===== src/hw/rtl/swsi_pkg.sv =====
`timescale 1ns / 1ps

package swsi_pkg;

	localparam int unsigned WOBBLE_DEPTH_DEF = 256;
	localparam int unsigned FIFO_DEPTH       = 2;
	localparam int unsigned ONE_Q30          = 32'd1 << 30;

	typedef enum logic [1:0] {
		OP_STEP    = 2'd0,
		OP_LOAD    = 2'd1,
		OP_RESTART = 2'd2,
		OP_NONE    = 2'd3
	} op_t;

	typedef enum logic [1:0] {
		REG_START_X      = 2'd0,
		REG_START_Y      = 2'd1,
		REG_START_POWER  = 2'd2,
		REG_WOBBLE_COUNT = 2'd3
	} reg_idx_t;

	typedef enum logic [1:0] {
		KIND_STEP    = 2'd0,
		KIND_LOAD    = 2'd1,
		KIND_RESTART = 2'd2
	} kind_t;

	typedef struct packed {
		kind_t              kind;
		logic [7:0]         entry;
		logic signed [31:0] vx;
		logic signed [31:0] vy;
		logic signed [16:0] pd;
	} item_t;

	typedef struct packed {
		logic signed [31:0] x;
		logic signed [31:0] y;
		logic signed [16:0] p;
	} went_t;

	typedef struct packed {
		logic signed [31:0] start_x;
		logic signed [31:0] start_y;
		logic [15:0]        start_power;
		logic [8:0]         wobble_count;
	} cfg_t;

endpackage


===== src/hw/rtl/swsi_front.sv =====
`timescale 1ns / 1ps

module swsi_front import swsi_pkg::*; #(
	parameter int unsigned WOBBLE_DEPTH = WOBBLE_DEPTH_DEF
) (
	input  logic               clk,
	input  logic               arst_n,
	input  logic               in_valid,
	output logic               in_stall,
	input  logic [1:0]         op,
	input  logic [7:0]         entry_index,
	input  logic signed [31:0] vec_x,
	input  logic signed [31:0] vec_y,
	input  logic signed [16:0] power_delta,
	input  logic               pop,
	output logic               item_valid,
	output item_t              item
);

	localparam int unsigned PTR_W = (FIFO_DEPTH > 1) ? $clog2(FIFO_DEPTH) : 1;
	localparam int unsigned CNT_W = $clog2(FIFO_DEPTH + 1);

	item_t             buf_q [FIFO_DEPTH];
	logic [PTR_W-1:0]  wr_ptr_q;
	logic [PTR_W-1:0]  rd_ptr_q;
	logic [CNT_W-1:0]  cnt_q;
	logic              accept;
	logic              keep;
	item_t             new_item;

	assign in_stall   = (cnt_q == CNT_W'(FIFO_DEPTH));
	assign accept     = in_valid && !in_stall;
	assign item_valid = (cnt_q != '0);
	assign item       = buf_q[rd_ptr_q];

	// classify: unknown ops and loads past the table are dropped here
	always_comb begin
		new_item.entry = entry_index;
		new_item.vx    = vec_x;
		new_item.vy    = vec_y;
		new_item.pd    = power_delta;
		new_item.kind  = KIND_STEP;
		keep           = 1'b0;
		unique case (op_t'(op))
			OP_STEP: begin
				new_item.kind = KIND_STEP;
				keep          = accept;
			end
			OP_LOAD: begin
				new_item.kind = KIND_LOAD;
				keep          = accept && (32'(entry_index) < WOBBLE_DEPTH);
			end
			OP_RESTART: begin
				new_item.kind = KIND_RESTART;
				keep          = accept;
			end
			default: keep = 1'b0;
		endcase
	end

	always_ff @(posedge clk) begin
		if (keep) begin
			buf_q[wr_ptr_q] <= new_item;
		end
	end

	always_ff @(posedge clk or negedge arst_n) begin
		if (!arst_n) begin
			wr_ptr_q <= '0;
			rd_ptr_q <= '0;
			cnt_q    <= '0;
		end else begin
			if (keep) begin
				wr_ptr_q <= (32'(wr_ptr_q) == FIFO_DEPTH - 1) ? '0 : wr_ptr_q + 1'b1;
			end
			if (pop) begin
				rd_ptr_q <= (32'(rd_ptr_q) == FIFO_DEPTH - 1) ? '0 : rd_ptr_q + 1'b1;
			end
			if (keep && !pop) begin
				cnt_q <= cnt_q + 1'b1;
			end else if (pop && !keep) begin
				cnt_q <= cnt_q - 1'b1;
			end
		end
	end

	a_cnt_bound: assert property (@(posedge clk) disable iff (!arst_n)
		32'(cnt_q) <= FIFO_DEPTH)
		else $error("queue fill above depth");
	a_pop_nonempty: assert property (@(posedge clk) disable iff (!arst_n)
		pop |-> cnt_q != '0)
		else $error("pop from empty queue");
	a_cnt_hold: assert property (@(posedge clk) disable iff (!arst_n)
		(!pop && !keep) |=> $stable(cnt_q))
		else $error("queue fill moved without push or pop");

endmodule


===== config.mk =====
export PLATFORM = sky130hd
export DESIGN_NAME = swsi_front
export DESIGN_NICKNAME = d
export VERILOG_FILES = /design/src/hw/rtl/swsi_pkg.sv /design/src/hw/rtl/swsi_front.sv
export SDC_FILE = /design/constraint.sdc
export NUM_CORES = 1
export LEC_CHECK = 0
export ABC_AREA = 0
export BUFFER_PORTS_ARGS = -buffer_cell sky130_fd_sc_hd__buf_2
export CAP_MARGIN = 20
export CELL_PAD_IN_SITES_DETAIL_PLACEMENT = 0
export CELL_PAD_IN_SITES_GLOBAL_PLACEMENT = 1
export CORE_UTILIZATION = 45
export CTS_BUF_LIST = sky130_fd_sc_hd__clkbuf_8
export CTS_CLUSTER_DIAMETER = 200
export DETAILED_ROUTE_END_ITERATION = 16
export PLACE_DENSITY = 0.88
export SLEW_MARGIN = 20
export SYNTH_ARGS = -nofsm -noshare
export SYNTH_HDL_FRONTEND = slang
export SYNTH_SLANG_ARGS = --single-unit
export TNS_END_PERCENT = 30

===== constraint.sdc =====
create_clock -name clk -period 6.9 [get_ports clk]
set_input_delay 1.725 -clock clk [delete_from_list [all_inputs] [get_ports clk]]
set_output_delay 1.725 -clock clk [all_outputs]
set_load 0.03 [all_outputs]

==> impl_metrics.tcl, run 1 <==
set metrics [dict create \
    drtIter0Drc 213 \
    grt-ovfl-total 0 \
    gp_congestion 0.709 \
    cap_viol_max_count 0 \
    critical_path_class "register to output port" \
    clk_path_buf_depth 2 \
    cts_sinks 186 \
    synthXorXnorAreaFrac_pct 0.610 \
    async_flop_share_pct 2.15 \
    synth_common_cells "edfxtp_1 (182), mux2_4 (80), mux2_2 (11), buf_12 (8), dfrtp_1 (4)" \
    grt_pass1_vias 3488 \
    clock_latency_ns 0.44 \
    cp.required_ns 5.18 \
    finalPower_mw 3.73 \
    place_inst 698 \
    yosysMostFrequentCell "edfxtp_1" \
    stdcell_count 731 \
    status "completed" \
    std_cell_rows 45 \
    wire_per_inst_um 16.2 \
    synthAdderAreaFrac_pct 0.174 \
    cp_max_fo 61 \
    setup_tns_ns 0 \
    fmax_mhz 221 \
    synth_area_leaders "edfxtp_1 (76%), mux2_4 (17%), buf_12 (2.2%), mux2_2 (1.7%), dfrtp_1 (1.4%)" \
    ys_warn_count 0 \
    cts_inserted_buffers 17 \
    synthMuxAreaShare_pct 18.4 \
    grt_use_total_pct 14.8 \
    yosys_most_used_dff "edfxtp_1" \
    critPathLaunch "rd_ptr_q" \
    synth_top_family_by_area "multiplexers" \
    synthCells 305 \
    period_share_pct 65.7 \
    drc 0 \
    postCtsHoldBufs 0 \
    synth_top_area_share_pct 76.1 \
    stdcell_area_um2 8720 \
    whs_ns 0.503 \
    ff2ff_path_depth 4 \
    start_kind "register" \
    yosys.area.top_type "edfxtp_1" \
    post-route-util_pct 56.7 \
    synth_compound_area_share_pct 0 \
    finalClockSkew_ns 0.0114 \
    ys_ff_latch 186 \
    post_cts_resized 0 \
    core_area_um2 15400 \
    cts-htree-levels 4 \
    synth_edf_count 182 \
    endpoint_kind "output port" \
    min_path_type "register to register" \
    die_w_um 128 \
    grt_pass1_wl_um 18000 \
    worstSetupEndpoint "item[14]" \
    root_buffer "clkbuf_8" \
    ios 188 \
    synth_nets 401 \
    dr.pass1.iters 6 \
    rsz0062_at_grt "no" \
    r2r_setup_slack_ns 4.57 \
    vias 3425 \
    finish.net_count 602 \
    syn_avg_cell_area_um2 23.5 \
    antenna_found_initial 2 \
    r2r_start "cnt_q[1]" \
    start_util_pct 46.7 \
    arrival_ns 2.81 \
    syn_area_um2 7180 \
    tightest_slew_ns 1.07 \
    power_density_nw_per_um2 428 \
    clkTransAtPathRegs_ns 0.09 \
    cts_tree "done" \
    ys_seq_area_share_pct 77.5 \
    dpl.hpwl_um 8090 \
    grt_max_degree 87 \
    vdd_drop_max_mv 0.299 \
    viasPerCell 4.69 \
    yosys.area_share.simple_pct 0.662 \
    fin_crit_ns 4.53 \
    layout-drive-gt1-share_pct 61.5 \
    hold_viol_final 0 \
    slew_violations 0 \
    ant_nets 0 \
    power.leakage_nw 3.47 \
    dieArea_um2 16500 \
    syn2layout_area_growth_pct 21.4 \
    wirelength_um 11900 \
    post_dp_cell_area_um2 8280 \
    setup_ws_ns 2.37 \
    postCtsSetupBuffers 0 \
    relSlewSlack_pct 29.0 \
    ys_types 16 \
    place_ws_ns 2.81 \
    setup_violations 0 \
    reg2reg_to "buf_q[1][48]" \
    io_buffers 187 \
    fp.dieH_um 128 \
]
==> report_power, final <==
part           switching, mW  leakage (nW)  total, mW  internal, mW
combinational          0.791          1.53       1.36         0.568
clock                  0.369         0.213      0.750         0.381
sequential             0.144          1.72       1.62          1.48
total                   1.30          3.47       3.73          2.43
==> area by class of cell <==
type	count	area (um^2)
Clock inverter	13	168
Fill cell	1192	6650
Multi-Input combinational cell	106	1440
Sequential cell	186	5570
Antenna cell	1	2.50
Clock buffer	19	262
Tap cell	211	264
Inverter	3	11.3
Timing Repair Buffer	192	997
==> state kept, by name, summed over array words and instances, names as in the netlist <==
register,cells
wr_ptr_q,1
cnt_q,2
buf_q,182
rd_ptr_q,1
==> metal layers <==
metal	wire length [um]	vias to the layer above	global-route usage (%)
met4	140	2	6.30
met5	14	-	0
met1	4810	1678	17.6
li1	-	1601	-
met3	994	12	6.32
met2	5890	132	23.7
==> worst max-delay path, cell delays in order, from the launching register on <==
cell     delay [ns]
dfrtp_4        1.14
buf_4          0.64
mux2_4         0.36
buf_2          0.18
==> how the worst min path moves through the flow <==
stage,from,end,slack [ns],cells after the start
2_1_floorplan,cnt_q[1],cnt_q[1],0.45,1
3_3_place_gp,cnt_q[1],cnt_q[1],0.47,1
3_5_place_dp,cnt_q[1],cnt_q[1],0.49,1
4_1_cts,cnt_q[1],cnt_q[1],0.51,1
5_1_grt,cnt_q[1],cnt_q[1],0.57,1
6_report,cnt_q[1],cnt_q[1],0.50,1
==> cells by family after synthesis <==
logic type	Yosys count
multiplexers	91
flip-flops	186
adder cells (fa/ha/maj)	1
AND/OR/NAND/NOR	9
XOR/XNOR	5
buffers and inverters	13
==> cell usage in the layout, fill, tap and decap left out <==
master        n
dfrtp_1       3
nand3b_1      1
buf_2       187
mux2_4       80
buf_4         3
nor2b_1       3
xnor2_1       2
nor2_4        2
clkinv_4      4
nand2_1       1
clkinvlp_4    2
inv_6         2
or2_2         1
mux2_2       11
diode_2       1
buf_16        1
buf_6         1
clkinv_2      2
dfrtp_4       1
clkbuf_8     19
ha_1          1
inv_1         3
bufinv_16     3
edfxtp_1    182
xor2_1        3
nor2_1        1
(Power assumes the default switching activity.)
==> inputs of run 2 (changes only) <==
--- a/config.mk
+++ b/config.mk
@@ -5,16 +5,16 @@
 export SDC_FILE = /design/constraint.sdc
 export NUM_CORES = 1
 export LEC_CHECK = 0
-export ABC_AREA = 0
+export ABC_AREA = 1
 export BUFFER_PORTS_ARGS = -buffer_cell sky130_fd_sc_hd__buf_2
 export CAP_MARGIN = 20
 export CELL_PAD_IN_SITES_DETAIL_PLACEMENT = 0
 export CELL_PAD_IN_SITES_GLOBAL_PLACEMENT = 1
-export CORE_UTILIZATION = 45
+export CORE_UTILIZATION = 42
 export CTS_BUF_LIST = sky130_fd_sc_hd__clkbuf_8
 export CTS_CLUSTER_DIAMETER = 200
 export DETAILED_ROUTE_END_ITERATION = 16
-export PLACE_DENSITY = 0.88
+export PLACE_DENSITY = 0.86
 export SLEW_MARGIN = 20
 export SYNTH_ARGS = -nofsm -noshare
 export SYNTH_HDL_FRONTEND = slang
==> constraint.sdc (replaced) <==
create_clock -name clk -period 3.8 [get_ports clk]
set_input_delay 0.95 -clock clk [delete_from_list [all_inputs] [get_ports clk]]
set_output_delay 0.95 -clock clk [all_outputs]
set_load 0.03 [all_outputs]
==> run 2 against run 1 <==
Sequential cell count stayed put. Register-to-register slack got worse by 2.8 ns. Synthesized cell count is 4.3% higher. Worst setup slack got worse by 1.7 ns. First-iteration DRC count rose by 21%. Sequential power rose by 76%. Critical path type unchanged.
==> impl_metrics.tcl, run 2 <==
set metrics [dict create \
    clk_path_buf_depth 2 \
    critical_path_class "register to output port" \
    power_switching_mw 2.35 \
    top_usage_layer "met2" \
    yosysMostFrequentCell "edfxtp_1" \
    synthCells 318 \
    syn_area_um2 7210 \
    grt_pass1_vias 3825 \
    viasPerCell 4.67 \
    cp_top_family "flip-flops" \
    cp_max_fo 36 \
    fp.dieH_um 133 \
    grt_pass1_wl_um 18900 \
    place_inst 720 \
    ant_nets 0 \
    status "completed" \
    start_kind "register" \
    finalClockSkew_ns 0.0101 \
    cts_tree "done" \
    layout-drive-gt1-share_pct 58.8 \
    setup_tns_ns 0 \
    period_share_pct 81.7 \
    ys_seq_area_share_pct 77.2 \
    syn2layout_area_growth_pct 21.4 \
    cts_inserted_buffers 17 \
    drtIter0Drc 258 \
    grt_max_degree 47 \
    num_antenna_cells 0 \
    comb_power_share_pct 38.0 \
    arrival_ns 2.16 \
    ys_ff_latch 186 \
    whs_ns 0.295 \
    mostFrequentLayoutCells "buf_2 (187), edfxtp_1 (182), mux2_4 (80)" \
    power_density_nw_per_um2 773 \
    synth_common_cells "edfxtp_1 (182), mux2_4 (80), mux2_2 (11), nand2_1 (11), inv_1 (9)" \
    power_frac_seq_pct 42.2 \
    synth_top_area_share_pct 75.8 \
    dr.pass1.iters 4 \
    setup_violations 0 \
    grt_use_met1_pct 15.2 \
    syn_avg_cell_area_um2 22.7 \
    grt_use_met3_pct 5.29 \
    dpl.hpwl_um 8480 \
    hold_viol_final 0 \
    clock_latency_ns 0.44 \
    synth_edf_count 182 \
    n_fill_cell 1317 \
    async_flop_share_pct 2.15 \
    postCtsSetupBuffers 0 \
    ys_types 15 \
    p_int_mw 4.41 \
    post_cts_resized 0 \
    ys_warn_count 0 \
    globalRouteMet2Util_pct 25.0 \
    crit_slowest_cell "dfrtp_4" \
    r2r_setup_slack_ns 1.80 \
    cp.required_ns 2.85 \
    antenna_found_initial 0 \
    cts_sinks 186 \
    rsz0062_at_grt "no" \
    postCtsHoldBufs 0 \
    wirelength_um 12200 \
    crit_path_cell_trace "buf_12 > mux2_2 > buf_2" \
    tightest_slew_ns 0.630 \
    stdcell_count 752 \
    power.leakage_nw 3.53 \
    vdd_drop_max_mv 0.551 \
    clkTransAtPathRegs_ns 0.09 \
    finish.net_count 615 \
    ios 188 \
    endpoint_kind "output port" \
    reg2reg_to "buf_q[0][43]" \
    largest_reg_flops 182 \
    start_util_pct 43.3 \
    wire_per_inst_um 16.2 \
    switching_share_pct 34.7 \
    regMostFlops "buf_q" \
    cts-htree-levels 4 \
    critPathLaunch "rd_ptr_q" \
    yosys.area.top_type "edfxtp_1" \
    ff2ff_path_depth 6 \
    die_w_um 133 \
    relSlewSlack_pct 58.0 \
    critical_path_buf_inv_count 2 \
    p_clk_share_pct 19.9 \
    fmax_mhz 322 \
    cap_viol_max_count 0 \
    grt-ovfl-total 0 \
    core_area_um2 16600 \
    io_buffers 187 \
    grt_use_total_pct 14.3 \
    slowest_delay_ns 0.79 \
    vias 3515 \
    slew_violations 0 \
    r2r_start "cnt_q[1]" \
    dieArea_um2 17700 \
    synth_nets 414 \
    min_path_type "primary input to asynchronous set/reset pin" \
    gp_congestion 0.706 \
    std_cell_rows 47 \
    top_regs "buf_q: 182 flops, cnt_q: 2 flops" \
    fin_crit_ns 3.11 \
    drc 0 \
    synth_area_leaders "edfxtp_1 (76%), mux2_4 (17%), buf_12 (2.2%), mux2_2 (1.7%), dfrtp_1 (1.4%)" \
    layout_commonest_cell "buf_2" \
    root_buffer "clkbuf_8" \
    yosys_most_used_dff "edfxtp_1" \
]
## run 2: changes by cell type after synthesis
cell and delta:
nand3b_1 -1, or2_2 -1, nand4_1 +1, inv_1 +6
xor2_1 -2, xnor2_1 -1, nor2_1 +2, nor2b_1 -3
nand2_1 +10, nand3_1 +2
## run 2: cells by family after synthesis
kind of cell	count (synthesis)	share of synthesized area, %
simple gates	19	1.06
xor+xnor	2	0.243
flops	186	77.2
mux	91	18.4
buf+inv	19	2.92
fa+ha+maj	1	0.174
## run 2: how the worst max path moves through the flow
stage / cells after the start / slack, ns / endpoint
floorplan: 5 / 0.33 / buf_q[0][0]
global placement: 3 / 1.16 / item[76]
detailed placement: 7 / 1.12 / buf_q[0][36]
CTS: 3 / 0.61 / item[76]
global route: 3 / 0.57 / item[76]
finish: 3 / 0.69 / item[76]
## run 2: power groups by stage
stage | clock network, mW | registers [mW] | logic [mW]
after global placement | 0 | 2.88 | 2.57
after detailed placement | 0 | 2.91 | 2.59
after global routing | 1.46 | 2.89 | 2.71
after CTS | 1.38 | 2.86 | 2.60
final | 1.35 | 2.85 | 2.57
after floorplan | 0 | 2.81 | 2.20
## run 2: per-layer routing
| metal | vias to the layer above | share of wire [%] |
|---|---|---|
| met1 | 1735 | 39 |
| met4 | 0 | 2.0 |
| met3 | 19 | 7.4 |
| li1 | 1631 | - |
| met5 | - | 0 |
| met2 | 130 | 51 |
## run 2: cell type report
class,count,area (um^2),area share [%]
clock inverters,11,133,1.52
repair buffers,192,1010,11.6
clock buffers,21,289,3.30
flip-flops and latches,186,5570,63.6
well taps,220,275,3.15
inverters,9,36.3,0.415
multi-input cells,113,1440,16.4
## run 2: stage by stage
stage	power [mW]	setup slack, ns	area (um^2)	utilization [%]
final	6.76	0.695	8750	52.6
after global placement	5.45	1.16	8330	50.1
after global routing	7.05	0.573	8750	52.6
after detailed placement	5.50	1.12	8330	50.1
after floorplan	5.01	0.330	7210	-
after CTS	6.85	0.611	8750	52.6
